[src/hdl/pds_pkg.sv]
// shared types and constants of the primitive depth sorter
package pds_pkg;

	// request codes
	localparam logic [2:0] OP_PUSH_DEPTH = 3'd0;
	localparam logic [2:0] OP_PUSH_INDEX = 3'd1;
	localparam logic [2:0] OP_SORT       = 3'd2;
	localparam logic [2:0] OP_READ       = 3'd3;
	localparam logic [2:0] OP_CLEAR      = 3'd4;

	// result status codes
	localparam logic [1:0] STS_OK    = 2'd0;
	localparam logic [1:0] STS_FULL  = 2'd1;
	localparam logic [1:0] STS_RANGE = 2'd2;

	// reset value of the group size register
	localparam logic [2:0] GROUP_SIZE_RESET = 3'd3;

	// controller states
	typedef enum logic [3:0] {
		S_IDLE,
		S_K_START,
		S_K_IDX,
		S_K_DEP,
		S_K_CMP,
		S_M_BLK,
		S_M_RD,
		S_M_KEY,
		S_M_CMP,
		S_R_START,
		S_R_ORD,
		S_R_IDX,
		S_R_WR
	} state_t;

	// commands from controller to datapath
	typedef enum logic [4:0] {
		CMD_NONE,
		CMD_K_IDX,
		CMD_K_DEP,
		CMD_K_CMP,
		CMD_M_INIT,
		CMD_M_PASS,
		CMD_M_BLK,
		CMD_M_END,
		CMD_M_RD,
		CMD_M_KEY,
		CMD_M_CMP,
		CMD_R_INIT,
		CMD_R_ORD,
		CMD_R_IDX,
		CMD_R_WR,
		CMD_FLIP
	} cmd_t;

	// status from datapath to controller
	typedef struct packed {
		logic k_more;
		logic m_sorted;
		logic m_pass_end;
		logic m_blk_end;
		logic r_more;
	} sts_t;

endpackage

[src/hdl/pds_ctrl.sv]
// controller state machine that sequences the sort of the depth sorter
module pds_ctrl (
	input  logic          clk,
	input  logic          arst_n,
	input  logic          accept,
	input  logic          is_sort,
	input  pds_pkg::sts_t sts,
	output pds_pkg::cmd_t cmd,
	output logic          busy
);

	pds_pkg::state_t state_q, state_nx;

	// state register
	always_ff @(posedge clk or negedge arst_n) begin
		if (!arst_n) begin
			state_q <= pds_pkg::S_IDLE;
		end else begin
			state_q <= state_nx;
		end
	end

	// next state and command
	always_comb begin
		state_nx = state_q;
		cmd      = pds_pkg::CMD_NONE;
		unique case (state_q)
			pds_pkg::S_IDLE: begin
				if (accept && is_sort) state_nx = pds_pkg::S_K_START;
			end
			pds_pkg::S_K_START: begin
				if (sts.k_more) begin
					state_nx = pds_pkg::S_K_IDX;
				end else begin
					cmd      = pds_pkg::CMD_M_INIT;
					state_nx = pds_pkg::S_M_BLK;
				end
			end
			pds_pkg::S_K_IDX: begin
				cmd      = pds_pkg::CMD_K_IDX;
				state_nx = pds_pkg::S_K_DEP;
			end
			pds_pkg::S_K_DEP: begin
				cmd      = pds_pkg::CMD_K_DEP;
				state_nx = pds_pkg::S_K_CMP;
			end
			pds_pkg::S_K_CMP: begin
				cmd      = pds_pkg::CMD_K_CMP;
				state_nx = pds_pkg::S_K_START;
			end
			pds_pkg::S_M_BLK: begin
				if (sts.m_sorted) begin
					cmd      = pds_pkg::CMD_R_INIT;
					state_nx = pds_pkg::S_R_START;
				end else if (sts.m_pass_end) begin
					cmd = pds_pkg::CMD_M_PASS;
				end else begin
					cmd      = pds_pkg::CMD_M_BLK;
					state_nx = pds_pkg::S_M_RD;
				end
			end
			pds_pkg::S_M_RD: begin
				if (sts.m_blk_end) begin
					cmd      = pds_pkg::CMD_M_END;
					state_nx = pds_pkg::S_M_BLK;
				end else begin
					cmd      = pds_pkg::CMD_M_RD;
					state_nx = pds_pkg::S_M_KEY;
				end
			end
			pds_pkg::S_M_KEY: begin
				cmd      = pds_pkg::CMD_M_KEY;
				state_nx = pds_pkg::S_M_CMP;
			end
			pds_pkg::S_M_CMP: begin
				cmd      = pds_pkg::CMD_M_CMP;
				state_nx = pds_pkg::S_M_RD;
			end
			pds_pkg::S_R_START: begin
				if (sts.r_more) begin
					state_nx = pds_pkg::S_R_ORD;
				end else begin
					cmd      = pds_pkg::CMD_FLIP;
					state_nx = pds_pkg::S_IDLE;
				end
			end
			pds_pkg::S_R_ORD: begin
				cmd      = pds_pkg::CMD_R_ORD;
				state_nx = pds_pkg::S_R_IDX;
			end
			pds_pkg::S_R_IDX: begin
				cmd      = pds_pkg::CMD_R_IDX;
				state_nx = pds_pkg::S_R_WR;
			end
			pds_pkg::S_R_WR: begin
				cmd      = pds_pkg::CMD_R_WR;
				state_nx = pds_pkg::S_R_START;
			end
			default: begin
				state_nx = pds_pkg::S_IDLE;
			end
		endcase
	end

	assign busy = state_q != pds_pkg::S_IDLE;

endmodule

[config.mk]
export PLATFORM = sky130hd
export DESIGN_NAME = pds_ctrl
export DESIGN_NICKNAME = d
export VERILOG_FILES = /design/src/hdl/pds_pkg.sv /design/src/hdl/pds_ctrl.sv
export SDC_FILE = /design/constraint.sdc
export NUM_CORES = 1
export LEC_CHECK = 0
export ABC_AREA = 1
export BUFFER_PORTS_ARGS = -buffer_cell sky130_fd_sc_hd__buf_2
export CAP_MARGIN = 20
export CORE_AREA = 2 2 39 41
export CTS_CLUSTER_DIAMETER = 120
export DETAILED_ROUTE_END_ITERATION = 8
export DIE_AREA = 0 0 41 43
export SYNTH_ARGS = -nofsm -noshare
export SYNTH_HDL_FRONTEND = slang
export SYNTH_SLANG_ARGS = --single-unit
[constraint.sdc]
create_clock -name clk -period 3.35 [get_ports clk]
set_input_delay 0.5025 -clock clk [delete_from_list [all_inputs] [get_ports clk]]
set_output_delay 0.5025 -clock clk [all_outputs]
set_load 0.05 [all_outputs]
After elaboration in Yosys (flattened, before gate mapping)
Cells that the tools add are included.
Widths: inputs -> output; s select.
{"block": "word_totals", "reg_bits": 4, "out_inout_bits": 6, "inputBits": 9, "word_cells": 32}
{"block": "classes", "n_reduce_logical": 4, "n_mux": 13, "n_eq_ne": 14}
{"cell": "$pmux 4 s13", "n": 1}
{"cell": "$pmux 4 s12", "n": 1}
{"cell": "$mux 4", "n": 7}
{"cell": "$eq 4x4->1 const B", "n": 5}
{"cell": "$eq 4x3->1 const B", "n": 4}
{"cell": "$eq 4x2->1 const B", "n": 2}
{"cell": "$mux 3", "n": 2}
{"cell": "$eq 4x1->1 const B", "n": 1}
{"cell": "$logic_not 4->1", "n": 1}
{"cell": "$mux 2", "n": 2}
{"cell": "$reduce_bool 4->1", "n": 1}
{"cell": "$ne 3x3->1 const B", "n": 1}
{"cell": "$ne 2x2->1 const B", "n": 1}
{"cell": "$reduce_and 2->1", "n": 1}
{"cell": "$logic_and 1x1->1", "n": 1}

Logic depth before layout (Yosys ltp)
Gate-level depths: netlist of the first run.
{"block": "logic_depth", "word_depth": 3, "depth_mapped": 9, "mapped_depth_nobuf": 9}

Worst setup path after synthesis of the first run
No wires, ideal clock.
{"block": "synth_timing", "kind": "flip-flop to output port", "from": "register state_q[0]", "to": "output port cmd[3]", "arrival_ns": 1.316, "setup_slack_ns": 1.531, "stages_incl_launch_ff": 8, "required_ns": 2.847, "path_buffers": 0, "cell_sequence": "dfrtp_1 inv_1 nand2_1 inv_1 nand2_1 nand2_1 nor2_1 nand4_1"}
{"block": "synth_via", "elab_chain_cells": 2, "word_cells_on_any_way": 13, "cone_classes": "eq/ne (12); mux (1)"}
{"item": "from (decl)", "line": "pds_ctrl.sv:12", "rtl": "pds_pkg::state_t state_q, state_nx;"}
{"item": "from (signal assigned)", "line": "pds_ctrl.sv:17", "rtl": "state_q <= pds_pkg::S_IDLE;"}
{"item": "from (signal assigned)", "line": "pds_ctrl.sv:19", "rtl": "state_q <= state_nx;"}
{"item": "$eq 4x4->1, or another cell as far along", "line": "pds_ctrl.sv:27", "rtl": "unique case (state_q)"}
{"item": "$pmux 4 s12 (*)", "line": "pds_ctrl.sv:27"}
{"item": "to (decl)", "line": "pds_ctrl.sv:8", "rtl": "output pds_pkg::cmd_t cmd,"}
Mark *: on every way between the ends. The rest lies on a longest branch, timed or not.

Worst setup path in the final report of the first run
{"block": "layout_timing", "from": "register state_q[1]", "to": "output port cmd[0]"}
Same word-level chain as after synthesis.

==> results of run 1 <==
-- logic make-up after synthesis --
kind of cell	Yosys count	synth area share [%]
and+or+nand+nor	58	52.0
DFF	4	21.6
AOI/OAI and AO/OA	9	10.2
buffers and inverters	18	15.4
other	1	0.808
-- synthesized netlist by cell type --
cell      instances
o21ai_0           3
dfrtp_1           4
nor2_2            1
nand4_1           4
nand2_1          29
inv_1            17
nand3_1           7
o21bai_1          1
a21oi_1           5
nor2_1           15
conb_1            1
nor3_1            2
buf_4             1
-- through the flow --
| step | power, mW | util, % | hold WS [ns] | setup slack (ns) |
|---|---|---|---|---|
| after CTS | 0.660 | 40.8 | 0.0568 | 1.26 |
| after global placement | 0.603 | 39.2 | 0.307 | 1.51 |
| after global routing | 0.716 | 40.8 | 0.0616 | 1.05 |
| after detailed placement | 0.599 | 39.2 | 0.309 | 1.51 |
| final | 0.658 | 40.8 | 0.0572 | 1.27 |
| after floorplan | 0.495 | - | 0.207 | 1.53 |
-- metal layers --
layer | global-route usage, % | share of wire (%)
met5 | 0 | 0
met2 | 23.8 | 52
met3 | 1.57 | 6.6
met1 | 19.9 | 40
met4 | 6.00 | 1.2
-- worst max-delay path, stage by stage (launching register included) --
cell and delay (ns):
dfrtp_1 0.44, nor2_1 0.24, inv_1 0.12, o21ai_0 0.18, a21oi_1 0.06, nand2_1 0.06
buf_2 0.25
-- area by class of cell --
type                            instances  area, µm²  share of cell area (%)
Clock buffer                            3       22.5                    3.99
Inverter                               17       63.8                    11.3
Multi-Input combinational cell         68        293                    51.9
Sequential cell                         4        100                    17.7
Tap cell                               16       20.0                    3.55
Timing Repair Buffer                   13       65.1                    11.5
-- power breakdown --
group          internal (mW)  switching [mW]
logic                  0.127           0.368
registers             0.0717          0.0312
clock network         0.0400          0.0196
total                  0.239           0.419
-- final timing paths --
check                                       startpoint                      to  slack [ns]  depth (start not counted)
worst max-delay path            state_q[1]$_DFFE_PN0P_                  cmd[0]        1.27                          6
worst min-delay path                            arst_n  state_q[2]$_DFFE_PN0P_        0.06                          1
worst max register to register  state_q[1]$_DFFE_PN0P_  state_q[0]$_DFFE_PN0P_        2.00                          8
worst min register to register  state_q[2]$_DFFE_PN0P_  state_q[3]$_DFFE_PN0P_        0.64                          2
max in group asynchronous                       arst_n  state_q[0]$_DFFE_PN0P_        3.17                          1
min in group clk                                sts[2]  state_q[0]$_DFFE_PN0P_        0.58                          3
==> out/results.tsv, run 1 <==
metric	value	unit
wirelength	1150	µm
fin_skew	0.00690	ns
place_inst	118	
clock_path_buffers	2	
ctsResizeCount	0	
num_rows	14	
min_period	2.08	ns
vias	607	
cts_hold_buf	0	
clock_latency	0.24	ns
crit_type	flip-flop to output port	
place_area	542	µm²
reg.largest.list	state_q x4	
layout_commonest_cell	nand2_1	
root_buffer	clkbuf_4	
cts_setup_buffers	0	
ys_warn_count	0	
drt_iter0_drc	31	
grt_max_degree	8	
htree_levels	1	
synth_cell_type_count	13	
synth_area_leaders	nand2_1 (23%), dfrtp_1 (22%), inv_1 (14%)	
fin_crit_sh	62.2	%
crit_fanout	7	
power.density	1170	mW/mm²
drive_gt1_share	16.2	%
syn-num-nets	99	
synth_area_leader_cell	nand2_1	
final_cell_mix	nand2_1 (29), inv_1 (17), nor2_1 (15)	
clk_pin_slew	0.04	ns
cts_tree	done	
synth.cell_area	464	µm²
postRouteAntennaNets	0	
synth-seq-area-share	21.6	%
syn_inst	90	
area_delta_synth_final	21.6	%
grt_usage	15.0	%
wl_per_cell	9.47	µm
firstDrtPassIters	4	
final_area	564	µm²
cap_violations	0	
dieArea	0.00176	mm²
fmax	0.480	GHz
overflow	0	
core	0.00138	mm²
gp_congestion	0.925	
hp-class	input port to async pin	
fin_cells	121	
required	2.85	ns
finalSetupTns	0	ns
grt_pass1_vias	499	
hpwl	965	µm
die_w	41	µm
synth.ff_latch_count	4	
antenna_found_initial	0	
finalHoldViolCount	0	
grt_pass1_wl	1860	µm
cp.arrival	1.58	ns
routed_via_density	5.02	
setup_viol	0	
end_kind	output port	
cts.sinks	4	
peakVddDrop	0.464	mV
start_util	33.5	%
die_h	43	µm
synth_top_area_share	23.5	%
leakage	0.362	nW
syn-mean-instance-area	5.16	µm²
status	finished, final reports clean	
rsz0062_at_grt	no	
nets	116	
port_buffers	13	
largest_reg_flops	4	
fillCellCount	156	
drc_errors	0	
io_pins	15	
startpoint_type	flip-flop	
cts_buffers	3	
num_antenna_cells	0	
top_register	state_q	
drv_slew	0	
Power figures use the tool's default switching activity.
==> inputs of run 2 (changes only) <==
==> constraint.sdc (replaced) <==
create_clock -name clk -period 2 [get_ports clk]
set_input_delay 0.3 -clock clk [delete_from_list [all_inputs] [get_ports clk]]
set_output_delay 0.3 -clock clk [all_outputs]
set_load 0.05 [all_outputs]
==> out/results.tsv, run 2 (synthesized netlist as in run 1, its figures left out) <==
metric	value	unit
status	finished, final reports clean	
min_period	1.86	ns
wl_per_cell	9.42	µm
cts_buffers	3	
end_kind	output port	
fillCellCount	157	
finalSetupTns	0	ns
power.density	1940	mW/mm²
firstDrtPassIters	4	
nets	117	
grt_pass1_vias	505	
gp_congestion	0.926	
drt_iter0_drc	28	
r2r_slack	0.66	ns
setup_viol	0	
internal_power	0.434	mW
die_w	41	µm
io_pins	15	
vias	595	
fin_skew	0.00792	ns
grt_max_degree	8	
final_cell_mix	nand2_1 (29), inv_1 (17), nor2_1 (12)	
pwr-share-clk	8.6	%
p_sw	0.719	mW
combPwrFrac	75.6	%
r2r_cells	8	
crit_chain	inv_1 > nand2_1 > nor2_1 > o21ai_0 > nand4_1 > buf_2	
met3WireLength	50	µm
crit_type	flip-flop to output port	
grt_pass1_wl	1880	µm
finalHoldViolCount	0	
drc_errors	0	
postRouteAntennaNets	0	
crit_fanout	6	
overflow	0	
cap_violations	0	
clock_path_buffers	2	
cts_tree	done	
clock_latency	0.24	ns
clk_pin_slew	0.04	ns
final_util	43.0	%
num_antenna_cells	0	
cp.arrival	1.56	ns
hp-class	input port to flip-flop	
root_buffer	clkbuf_4	
area_delta_synth_final	28.3	%
antenna_found_initial	0	
wirelength	1150	µm
required	1.70	ns
drv_slew	0	
reg.largest.list	state_q x4	
drive_gt1_share	19.8	%
r2r-end	state_q[0]$_DFFE_PN0P_	
hp-start	sts[2]	
wl_met2	608	µm
power_frac_seq	15.8	%
hpwl	965	µm
rsz0062_at_grt	no	
fmax	0.538	GHz
core	0.00138	mm²
num_rows	14	
leakage	0.365	nW
die_h	43	µm
routed_via_density	4.88	
cts.sinks	4	
peakVddDrop	0.753	mV
slowest_delay	0.43	ns
start_util	33.5	%
power.total	1.15	mW
swShare	62.3	%
layout_commonest_cell	nand2_1	
r2r-start	state_q[3]$_DFFE_PN0P_	
min_to	state_q[0]$_DFFE_PN0P_	
top_layer	met4	
drt-met1-wl	481	µm
port_buffers	13	
grt_usage	15.1	%
top_register	state_q	
htree_levels	1	
largest_reg_flops	4	
cpMaxStageDelayCell	dfrtp_1	
startpoint_type	flip-flop	
fin_crit_sh	92.9	%
holdPathStages	3	
dieArea	0.00176	mm²
-- run 2: cell count changes in the layout (fill, tap and decap cells not counted), sizes merged --
cell / before / now
buf: 13 / 10
clkbuf: 3 / 6
dlygate4sd3: 0 / 1
-- run 2: worst max path at each step --
stage | cells after the start | end | slack [ns] | startpoint
6_report | 6 | cmd[1] | 0.14 | state_q[3]$_DFFE_PN0P_
5_1_grt | 6 | cmd[2] | 0.005 | state_q[3]$_DFFE_PN0P_
4_1_cts | 6 | cmd[0] | 0.11 | state_q[1]$_DFFE_PN0P_
3_5_place_dp | 6 | cmd[0] | 0.36 | state_q[1]$_DFFE_PN0P_
3_3_place_gp | 6 | cmd[0] | 0.36 | state_q[1]$_DFFE_PN0P_
2_1_floorplan | 7 | cmd[3] | 0.38 | state_q[0]$_DFFE_PN0P_
-- run 2: power groups by stage --
stage               Combinational [mW]  Clock, mW  Sequential (mW)
floorplan                        0.668          0            0.161
global placement                 0.839          0            0.170
detailed placement               0.829          0            0.174
CTS                              0.833      0.103            0.172
global route                     0.949      0.110            0.192
finish                           0.872     0.0990            0.182
-- run 2: per-layer routing --
| metal | up-vias | GRT usage (%) |
|---|---|---|
| li1 | 310 | - |
| met1 | 260 | 19.9 |
| met2 | 23 | 24.1 |
| met3 | 2 | 1.57 |
| met4 | 0 | 6.00 |
| met5 | - | 0 |
-- run 2: stage by stage --
step / area, µm² / std cells / hold WS (ns) / worst slack, ns
floorplan: 464 / 90 / 0.00441 / 0.384
global placement: 542 / 118 / 0.105 / 0.357
detailed placement: 542 / 118 / 0.107 / 0.360
CTS: 574 / 122 / 0.386 / 0.112
global route: 596 / 122 / 0.382 / 0.00506
finish: 596 / 122 / 0.381 / 0.142
-- run 2: critical path, delay by kind of cell (launching register included) --
family | cells | cell delay (ns)
compound gates | 1 | 0.13
buf+inv | 2 | 0.36
flops | 1 | 0.43
simple gates | 3 | 0.40
-- run 2: timing repair --
item	CTS	global route
gates resized for setup	0	8
buffers inserted	0	0
endpoints found under the hold margin	4	0
hold buffers	1	0
endpoints found under the setup margin	0	2
-- run 2: cell type report --
| cell class | count | area (µm²) | area share, % |
|---|---|---|---|
| Clock buffer | 3 | 22.5 | 3.78 |
| Multi-Input combinational cell | 68 | 305 | 51.3 |
| Sequential cell | 4 | 101 | 17.0 |
| Inverter | 17 | 63.8 | 10.7 |
| Tap cell | 16 | 20.0 | 3.36 |
| Timing Repair Buffer | 14 | 82.6 | 13.9 |
